==> src/hw/rtl/mouse_delta_acceleration_assert.svh <==
// ----------------------------------------------------------------------------
// Mouse delta acceleration assertion macros
// Concurrent assertion wrappers, empty when synthesized.
// ----------------------------------------------------------------------------
`ifndef MOUSE_DELTA_ACCELERATION_ASSERT_SVH
`define MOUSE_DELTA_ACCELERATION_ASSERT_SVH

`ifndef SYNTHESIS
`define MDA_ASSERT_IMP(lbl, clk, rstn, ante, cons, msg) \
  lbl: assert property (@(posedge clk) disable iff (!rstn) (ante) |-> cons) else $error(msg);
`define MDA_ASSERT_NXT(lbl, clk, rstn, ante, cons, msg) \
  lbl: assert property (@(posedge clk) disable iff (!rstn) (ante) |=> cons) else $error(msg);
`else
`define MDA_ASSERT_IMP(lbl, clk, rstn, ante, cons, msg)
`define MDA_ASSERT_NXT(lbl, clk, rstn, ante, cons, msg)
`endif

`endif

==> src/hw/rtl/mda_pkg.sv <==
// ----------------------------------------------------------------------------
// Mouse delta acceleration package
// Word types and fixed constants shared by the acceleration pipeline.
// ----------------------------------------------------------------------------
package mda_pkg;

  localparam int THR_W     = 8;
  localparam int FAC_W     = 6;
  localparam int DELTA_W   = 8;
  localparam int DIV_W     = 6;
  localparam int Q_W       = 7;
  localparam int NUM_W     = DELTA_W + DIV_W - 1;
  localparam int CFG_IDX_W = 2;

  localparam logic [FAC_W-1:0]     FAC_MAX  = 6'd40;
  localparam logic [DIV_W-1:0]     DIV_BASE = 6'd41;
  localparam logic [DELTA_W-1:0]   SAT_MAG  = 8'd127;

  localparam logic [CFG_IDX_W-1:0] REG_THRESHOLD = 2'd0;
  localparam logic [CFG_IDX_W-1:0] REG_FACTOR    = 2'd1;

  typedef struct packed {
    logic signed [DELTA_W-1:0] delta_x;
    logic signed [DELTA_W-1:0] delta_y;
  } in_word_t;

  typedef struct packed {
    logic signed [DELTA_W-1:0] scaled_x;
    logic signed [DELTA_W-1:0] scaled_y;
  } out_word_t;

endpackage

==> src/hw/rtl/mda_axis.sv <==
// ----------------------------------------------------------------------------
// Mouse delta acceleration, one axis
// Curve lookup, restoring divide over three stages, saturate and sign.
// ----------------------------------------------------------------------------
module mda_axis #(
  parameter int CURVE_POINTS = 6
) (
  input  logic                                       clk,
  input  logic signed [mda_pkg::DELTA_W-1:0]         delta,
  input  logic [mda_pkg::THR_W*CURVE_POINTS-1:0]     thr_table,
  input  logic [mda_pkg::FAC_W*CURVE_POINTS-1:0]     fac_table,
  output logic signed [mda_pkg::DELTA_W-1:0]         scaled
);

  localparam int DW = mda_pkg::DELTA_W;
  localparam int VW = mda_pkg::DIV_W;
  localparam int NW = mda_pkg::NUM_W;
  localparam int QW = mda_pkg::Q_W;

  // stage 1: magnitude, curve point, divisor
  logic          neg_s1_r, neg_s1_nxt;
  logic          hit_s1_r, hit_s1_nxt;
  logic [DW-1:0] mag_s1_r, mag_s1_nxt;
  logic [VW-1:0] div_s1_r, div_s1_nxt;

  // stage 2: numerator, saturation, quotient bits 6..5
  logic          neg_s2_r, neg_s2_nxt;
  logic          hit_s2_r, hit_s2_nxt;
  logic          sat_s2_r, sat_s2_nxt;
  logic [DW-1:0] mag_s2_r, mag_s2_nxt;
  logic [VW-1:0] div_s2_r, div_s2_nxt;
  logic [NW-1:0] rem_s2_r, rem_s2_nxt;
  logic [QW-1:0] quo_s2_r, quo_s2_nxt;

  // stage 3: quotient bits 4..2
  logic          neg_s3_r, neg_s3_nxt;
  logic          hit_s3_r, hit_s3_nxt;
  logic          sat_s3_r, sat_s3_nxt;
  logic [DW-1:0] mag_s3_r, mag_s3_nxt;
  logic [VW-1:0] div_s3_r, div_s3_nxt;
  logic [NW-1:0] rem_s3_r, rem_s3_nxt;
  logic [QW-1:0] quo_s3_r, quo_s3_nxt;

  // stage 4: quotient bits 1..0, format
  logic signed [DW-1:0] scaled_r, scaled_nxt;

  always_comb begin
    logic [DW-1:0]                 raw;
    logic [mda_pkg::FAC_W-1:0]     fac;
    logic [mda_pkg::FAC_W-1:0]     fac_clip;
    raw        = delta;
    neg_s1_nxt = raw[DW-1];
    mag_s1_nxt = raw[DW-1] ? (DW'(0) - raw) : raw;
    hit_s1_nxt = 1'b0;
    fac        = '0;
    for (int i = 0; i < CURVE_POINTS; i++) begin
      if (mag_s1_nxt >= thr_table[i*mda_pkg::THR_W +: mda_pkg::THR_W]) begin
        hit_s1_nxt = 1'b1;
        fac        = fac_table[i*mda_pkg::FAC_W +: mda_pkg::FAC_W];
      end
    end
    fac_clip   = (fac > mda_pkg::FAC_MAX) ? mda_pkg::FAC_MAX : fac;
    div_s1_nxt = mda_pkg::DIV_BASE - VW'(fac_clip);
  end

  always_comb begin
    logic [NW-1:0] num;
    num        = NW'({mag_s1_r, 5'b0}) + NW'({mag_s1_r, 3'b0});
    neg_s2_nxt = neg_s1_r;
    hit_s2_nxt = hit_s1_r;
    mag_s2_nxt = mag_s1_r;
    div_s2_nxt = div_s1_r;
    sat_s2_nxt = num >= {div_s1_r, 7'b0};
    rem_s2_nxt = num;
    quo_s2_nxt = '0;
    for (int k = 6; k >= 5; k--) begin
      if (rem_s2_nxt >= (NW'(div_s1_r) << k)) begin
        rem_s2_nxt = rem_s2_nxt - (NW'(div_s1_r) << k);
        quo_s2_nxt[k] = 1'b1;
      end
    end
  end

  always_comb begin
    neg_s3_nxt = neg_s2_r;
    hit_s3_nxt = hit_s2_r;
    sat_s3_nxt = sat_s2_r;
    mag_s3_nxt = mag_s2_r;
    div_s3_nxt = div_s2_r;
    rem_s3_nxt = rem_s2_r;
    quo_s3_nxt = quo_s2_r;
    for (int k = 4; k >= 2; k--) begin
      if (rem_s3_nxt >= (NW'(div_s2_r) << k)) begin
        rem_s3_nxt = rem_s3_nxt - (NW'(div_s2_r) << k);
        quo_s3_nxt[k] = 1'b1;
      end
    end
  end

  always_comb begin
    logic [NW-1:0] rem;
    logic [QW-1:0] quo;
    logic [DW-1:0] res;
    rem = rem_s3_r;
    quo = quo_s3_r;
    for (int k = 1; k >= 0; k--) begin
      if (rem >= (NW'(div_s3_r) << k)) begin
        rem    = rem - (NW'(div_s3_r) << k);
        quo[k] = 1'b1;
      end
    end
    if (hit_s3_r) begin
      res = sat_s3_r ? mda_pkg::SAT_MAG : DW'(quo);
    end else begin
      res = (mag_s3_r > mda_pkg::SAT_MAG) ? mda_pkg::SAT_MAG : mag_s3_r;
    end
    scaled_nxt = neg_s3_r ? (DW'(0) - res) : res;
  end

  always_ff @(posedge clk) begin
    neg_s1_r <= neg_s1_nxt;
    hit_s1_r <= hit_s1_nxt;
    mag_s1_r <= mag_s1_nxt;
    div_s1_r <= div_s1_nxt;
    neg_s2_r <= neg_s2_nxt;
    hit_s2_r <= hit_s2_nxt;
    sat_s2_r <= sat_s2_nxt;
    mag_s2_r <= mag_s2_nxt;
    div_s2_r <= div_s2_nxt;
    rem_s2_r <= rem_s2_nxt;
    quo_s2_r <= quo_s2_nxt;
    neg_s3_r <= neg_s3_nxt;
    hit_s3_r <= hit_s3_nxt;
    sat_s3_r <= sat_s3_nxt;
    mag_s3_r <= mag_s3_nxt;
    div_s3_r <= div_s3_nxt;
    rem_s3_r <= rem_s3_nxt;
    quo_s3_r <= quo_s3_nxt;
    scaled_r <= scaled_nxt;
  end

  assign scaled = scaled_r;

endmodule

==> src/hw/rtl/mouse_delta_acceleration.sv <==
// ----------------------------------------------------------------------------
// Mouse delta acceleration
// Per-axis pointer acceleration curve for relative mouse packets.
//
// Input: pulse start with a packet on in_word; busy is always low, so a
// word is taken on every cycle that start is high.
// Output: out_strobe marks out_word for exactly one cycle, once the word
// has passed the four register stages; out_word is valid while it is high.
// One word enters and one word leaves per cycle.
// The four register stages perform the curve lookup, then a
// restoring divide by (41 - factor) that retires two, three and two quotient
// bits per stage, then saturate and sign.
// Configuration: cfg_we writes register cfg_index from cfg_wdata
// (0 = threshold table, 1 = factor table, others ignored). Write only while
// no packet is in flight.
// Reset clears both tables and drops any words in flight.
// The receiver cannot stall; every result is presented once.
// ----------------------------------------------------------------------------
module mouse_delta_acceleration #(
  parameter int CURVE_POINTS = 6
) (
  input  logic                                   clk,
  input  logic                                   rst_n,
  input  logic                                   start,
  output logic                                   busy,
  input  mda_pkg::in_word_t                      in_word,
  output logic                                   out_strobe,
  output mda_pkg::out_word_t                     out_word,
  input  logic                                   cfg_we,
  input  logic [mda_pkg::CFG_IDX_W-1:0]          cfg_index,
  input  logic [mda_pkg::THR_W*CURVE_POINTS-1:0] cfg_wdata
);

  `include "mouse_delta_acceleration_assert.svh"

  localparam int TW     = mda_pkg::THR_W * CURVE_POINTS;
  localparam int FW     = mda_pkg::FAC_W * CURVE_POINTS;
  localparam int STAGES = 4;

  logic [TW-1:0]     thr_r, thr_nxt;
  logic [FW-1:0]     fac_r, fac_nxt;
  logic [STAGES-1:0] vld_r, vld_nxt;
  logic              fire;

  assign busy = 1'b0;
  assign fire = start && !busy;

  always_comb begin
    thr_nxt = thr_r;
    fac_nxt = fac_r;
    if (cfg_we) begin
      unique case (cfg_index)
        mda_pkg::REG_THRESHOLD: thr_nxt = cfg_wdata;
        mda_pkg::REG_FACTOR:    fac_nxt = cfg_wdata[FW-1:0];
        default: ;
      endcase
    end
    vld_nxt = {vld_r[STAGES-2:0], fire};
  end

  always_ff @(posedge clk) begin
    if (!rst_n) begin
      thr_r <= '0;
      fac_r <= '0;
      vld_r <= '0;
    end else begin
      thr_r <= thr_nxt;
      fac_r <= fac_nxt;
      vld_r <= vld_nxt;
    end
  end

  mda_axis #(
    .CURVE_POINTS (CURVE_POINTS)
  ) u_axis_x (
    .clk       (clk),
    .delta     (in_word.delta_x),
    .thr_table (thr_r),
    .fac_table (fac_r),
    .scaled    (out_word.scaled_x)
  );

  mda_axis #(
    .CURVE_POINTS (CURVE_POINTS)
  ) u_axis_y (
    .clk       (clk),
    .delta     (in_word.delta_y),
    .thr_table (thr_r),
    .fac_table (fac_r),
    .scaled    (out_word.scaled_y)
  );

  assign out_strobe = vld_r[STAGES-1];

  `MDA_ASSERT_NXT(a_latency, clk, rst_n, fire, ##3 out_strobe, "result missing after accept")
  `MDA_ASSERT_IMP(a_no_min, clk, rst_n, out_strobe, (out_word.scaled_x != 8'h80) && (out_word.scaled_y != 8'h80), "result outside saturation range")
  `MDA_ASSERT_IMP(a_zero, clk, rst_n, fire && (in_word.delta_x == 8'h00), ##4 (out_word.scaled_x == 8'h00), "zero delta not kept")
  `MDA_ASSERT_IMP(a_rst_quiet, clk, rst_n, $past(!rst_n), !out_strobe, "strobe right after reset")

endmodule

==> config.mk <==
export PLATFORM = sky130hd
export DESIGN_NAME = mouse_delta_acceleration
export DESIGN_NICKNAME = d
export VERILOG_FILES = /design/src/hw/rtl/mda_pkg.sv /design/src/hw/rtl/mda_axis.sv /design/src/hw/rtl/mouse_delta_acceleration.sv
export VERILOG_INCLUDE_DIRS = /design/src /design/src/hw/rtl
export SDC_FILE = /design/constraint.sdc
export NUM_CORES = 1
export LEC_CHECK = 0
export ABC_AREA = 1
export BUFFER_PORTS_ARGS = -buffer_cell sky130_fd_sc_hd__buf_2
export CAP_MARGIN = 20
export CORE_ASPECT_RATIO = 0.7
export CORE_MARGIN = 1
export CORE_UTILIZATION = 40
export CTS_CLUSTER_DIAMETER = 30
export DETAILED_ROUTE_END_ITERATION = 7
export GPL_TIMING_DRIVEN = 0
export PLACE_DENSITY_LB_ADDON = 0.1
export SLEW_MARGIN = 15
export SYNTH_ARGS = -nofsm -noshare
export SYNTH_HDL_FRONTEND = slang
export SYNTH_SLANG_ARGS = --single-unit
==> constraint.sdc <==
create_clock -name clk -period 7.8 [get_ports clk]
set_input_delay 1.17 -clock clk [delete_from_list [all_inputs] [get_ports clk]]
set_output_delay 1.17 -clock clk [all_outputs]
set_load 0.005 [all_outputs]
==> results.txt <==
* Routability-driven placement congestion ratio: ~0.9
- CTS max path bufs: 3
- During synthesis, Yosys emitted a total of 0 warnings.
- Data on the critical path arrives at its endpoint at ~6.4 ns.
- The H-tree generated during clock tree synthesis spans 2 levels.
* Number of I/O port buffers: 85
- The routed design could run at a clock period as short as slightly below 6 ns.
- Buffers added to address setup during post-CTS repair amount to 0.
- For met1 alone, demand over resource in global routing was between 30% and 40%.
- Die Span Y: about 170 um
* Max Fanout on Critical Path: 10
- CTS tree: built
* Initial drt markers: ~940
* Worst r2r src: u_axis_x.div_s2_r[5]
- Cell types occupying the most area after synthesis: dfxtp_1 32%, ha_1 16%, nand2_1 10%, inv_1 7.3%, a21oi_1 6.1%
- Clock skew on the completed layout was measured at between 0.02 and 0.025 ns.
* Via density: between 4 and 5
- CTS saw 256 sinks.
* Proportion of synthesized chip area in sequential cells: 31.8%
- Terminating pin of the worst hold path: u_axis_x.hit_s2_r
- Library cell with the largest summed area after synthesis: dfxtp_1
- Inserted Clock Buffers: between 50 and 60
- The worst setup path is launched from a flip-flop.
* Number of buffers inserted for hold repair after clock tree synthesis: 0
* Root cell of the clock tree: clkbuf_16
- After clock tree synthesis, the clock-pin slew on the worst setup and hold paths is about 0.060 ns.
- The hold violation count in the final report is 0.
- STA puts the critical path data required time at 8.28 ns.
* Most frequently used flop master after synthesis: dfxtp_1
- The detailed router placed about 14000 vias in this run.
* Met2 usage: between 30 and 40%
- Distinct cells, synth: 54
- Entering global routing, the biggest net connects 14 pins.
- In the post-synthesis netlist, the cell with the most instances is nand2_1.
* Beginning of the worst hold path: u_axis_x.hit_s1_r
* Synthesized instance count: roughly 2200
- Initial Util: between 40% and 50%
- Final number of max-transition violations: 0
- After global routing, the most crowded layer is met2.
- Synth top cells by count: 443 x nand2_1, 311 x inv_1, 256 x dfxtp_1
* Slowest-stage cell, CP: fa_1
- Tot GR Track Use: 21.9%
- Placed wire-length estimate: between 30000 and 40000 um
- Fill cell instance count of the final layout: between 3000 and 4000
- Measured in cells, the most critical reg-to-reg path has a length of 33.
* Total overflow reported by the global router: 0
* Placeable core area: between 30000 and 40000 sq um
- Compared with the post-synthesis result, the final layout area differs by 18.6%.
* CTS resizes: 0
- Die extent in x: 242 um
* Slew at the pin with the worst max-slew slack: between 1 and 1.5 ns
- Number of setup violations in the final report: 0
- Global-route wire length before repair: 71000 um
* Max capacitance violation total: 0
- 0 antenna diodes ended up in the layout.
* Worst max-slew margin expressed relative to the limit: 22.6%
- FF-to-FF setup slack: 1.91 ns
- R2R Path End: u_axis_x.rem_s3_r[7]
- Post-detailed-route wirelength per cell: 15.5 um
* Smallest hold slack: between 0.3 and 0.4 ns
- Share of the clock period used by the worst path: 75.5%
- After synthesis the cells add up to around 16000 sq um.
* Fraction of registers with async set or reset after synthesis: 0%
- Antenna violations before repair: 1
* Number of global-route vias before repair: 13200
- DIE AREA: 41100 sq um
- At the later pin of the worst-skew pair, clock insertion delay measures 0.57 ns.
* Crit path kind: reg2reg
- The synthesized design contains 256 register bits.
- The run finished with clean final reports.
- Averaged over all synthesized cells, the footprint is roughly 7.4 sq um.
* Proportion of netlist area held by the largest area contributor: between 30% and 40%
- Fmax: 170 MHz
- Once detail routing completed, the nets flagged for antenna violations numbered 0.
- Setup repair after global routing missed its margin: no
* Site row count: about 60
- Counting flops with a built-in enable in the synthesized netlist gives 0.
- Ratio of cells with drive above 1 in the final layout: between 10% and 20%
- between 80 and 90 I/O pins were placed.
* Syn nets: between 2000 and 2500
- The pre-antenna-repair detailed-routing pass consisted of 5 iterations.
- Layout Nets: ~2600
- Setup TNS: 0 ns
* Total detailed-routing wirelength: 44900 um
- Hold path cells: 0
- Delay contributed by the slowest stage of the critical path: approximately 0.46 ns
* DRC errors left: 0
- Met3 track demand over resource in global routing: about 3.4%
- Worst hold-check path type: reg2reg
- Setup crit end kind: flip-flop
## routing by layer
| metal | part of all wire, % | vias up |
|---|---|---|
| met5 | 0 | - |
| met4 | 1.9 | 0 |
| met3 | 5.5 | 62 |
| met2 | 41 | 344 |
| met1 | 52 | 6439 |
| li1 | - | 7454 |
## cell type report
class	count	area [sq um]	share of cell area (%)
clock buffer	62	1420	7.44
multi-input combinational	1553	9600	50.2
tap	535	669	3.50
sequential	256	5120	26.8
clock inverter	36	384	2.01
timing repair buffer	94	498	2.61
inverter	322	1220	6.39
buffer	40	185	0.970
## flip-flops by register name (all words and copies together) (netlist names), 11 cells and up
signal	cells
thr_r	48
fac_r	36
u_axis_x.rem_s3_r	11
u_axis_y.rem_s3_r	11
## stage by stage
step	worst slack [ns]	instances	instance area (sq um)	utilization (%)
2_1_floorplan	2.92	2171	16100	-
3_3_place_gp	1.20	2791	17200	43.3
3_5_place_dp	1.80	2797	17300	43.5
4_1_cts	1.94	2895	19100	48.0
5_1_grt	1.48	2898	19100	48.1
6_report	1.91	2898	19100	48.1
## placed cells by master (no fill, tap or decap), drive strengths merged, types with 36 or more instances in the layout
cell | netlist | routed
nand2 | 462 | 462
inv | 318 | 333
dfxtp | 256 | 256
ha | 208 | 208
a21oi | 201 | 201
o21ai | 191 | 191
nor2 | 167 | 167
buf | 11 | 105
nand3 | 92 | 92
clkbuf | 29 | 91
xor2 | 39 | 39
xnor2 | 36 | 36
## critical path: cells and delay by family, from the launching register on
family,cells,cell delay (ns)
buffers and inverters,8,0.82
DFF,1,0.39
adders and majority gates,3,1.14
and+or+nand+nor,14,1.60
AOI/OAI and AO/OA,8,1.85
## worst max-delay path by stage
stage	startpoint	end	depth (start not counted)
floorplan	u_axis_x.div_s2_r[1]	u_axis_x.rem_s3_r[3]	31
global placement	in_word[10]	u_axis_x.div_s1_r[5]	25
detailed placement	in_word[8]	u_axis_x.div_s1_r[5]	28
CTS	u_axis_x.div_s2_r[5]	u_axis_x.rem_s3_r[7]	33
global route	u_axis_x.div_s2_r[5]	u_axis_x.rem_s3_r[7]	33
finish	u_axis_x.div_s2_r[5]	u_axis_x.rem_s3_r[7]	33
## cells by family after synthesis
kind of cell,Yosys count,synth area share [%]
XOR/XNOR,75,4.13
flip-flops,256,31.8
adder cells (fa/ha/maj),222,17.9
AO/OA/AOI/OAI,463,15.7
other,1,0.0233
buffers and inverters,362,8.73
AND/OR/NAND/NOR,792,21.7
Power is not shown: default switching activity piles up to over one toggle a cycle in this logic, so the estimate is an artifact.
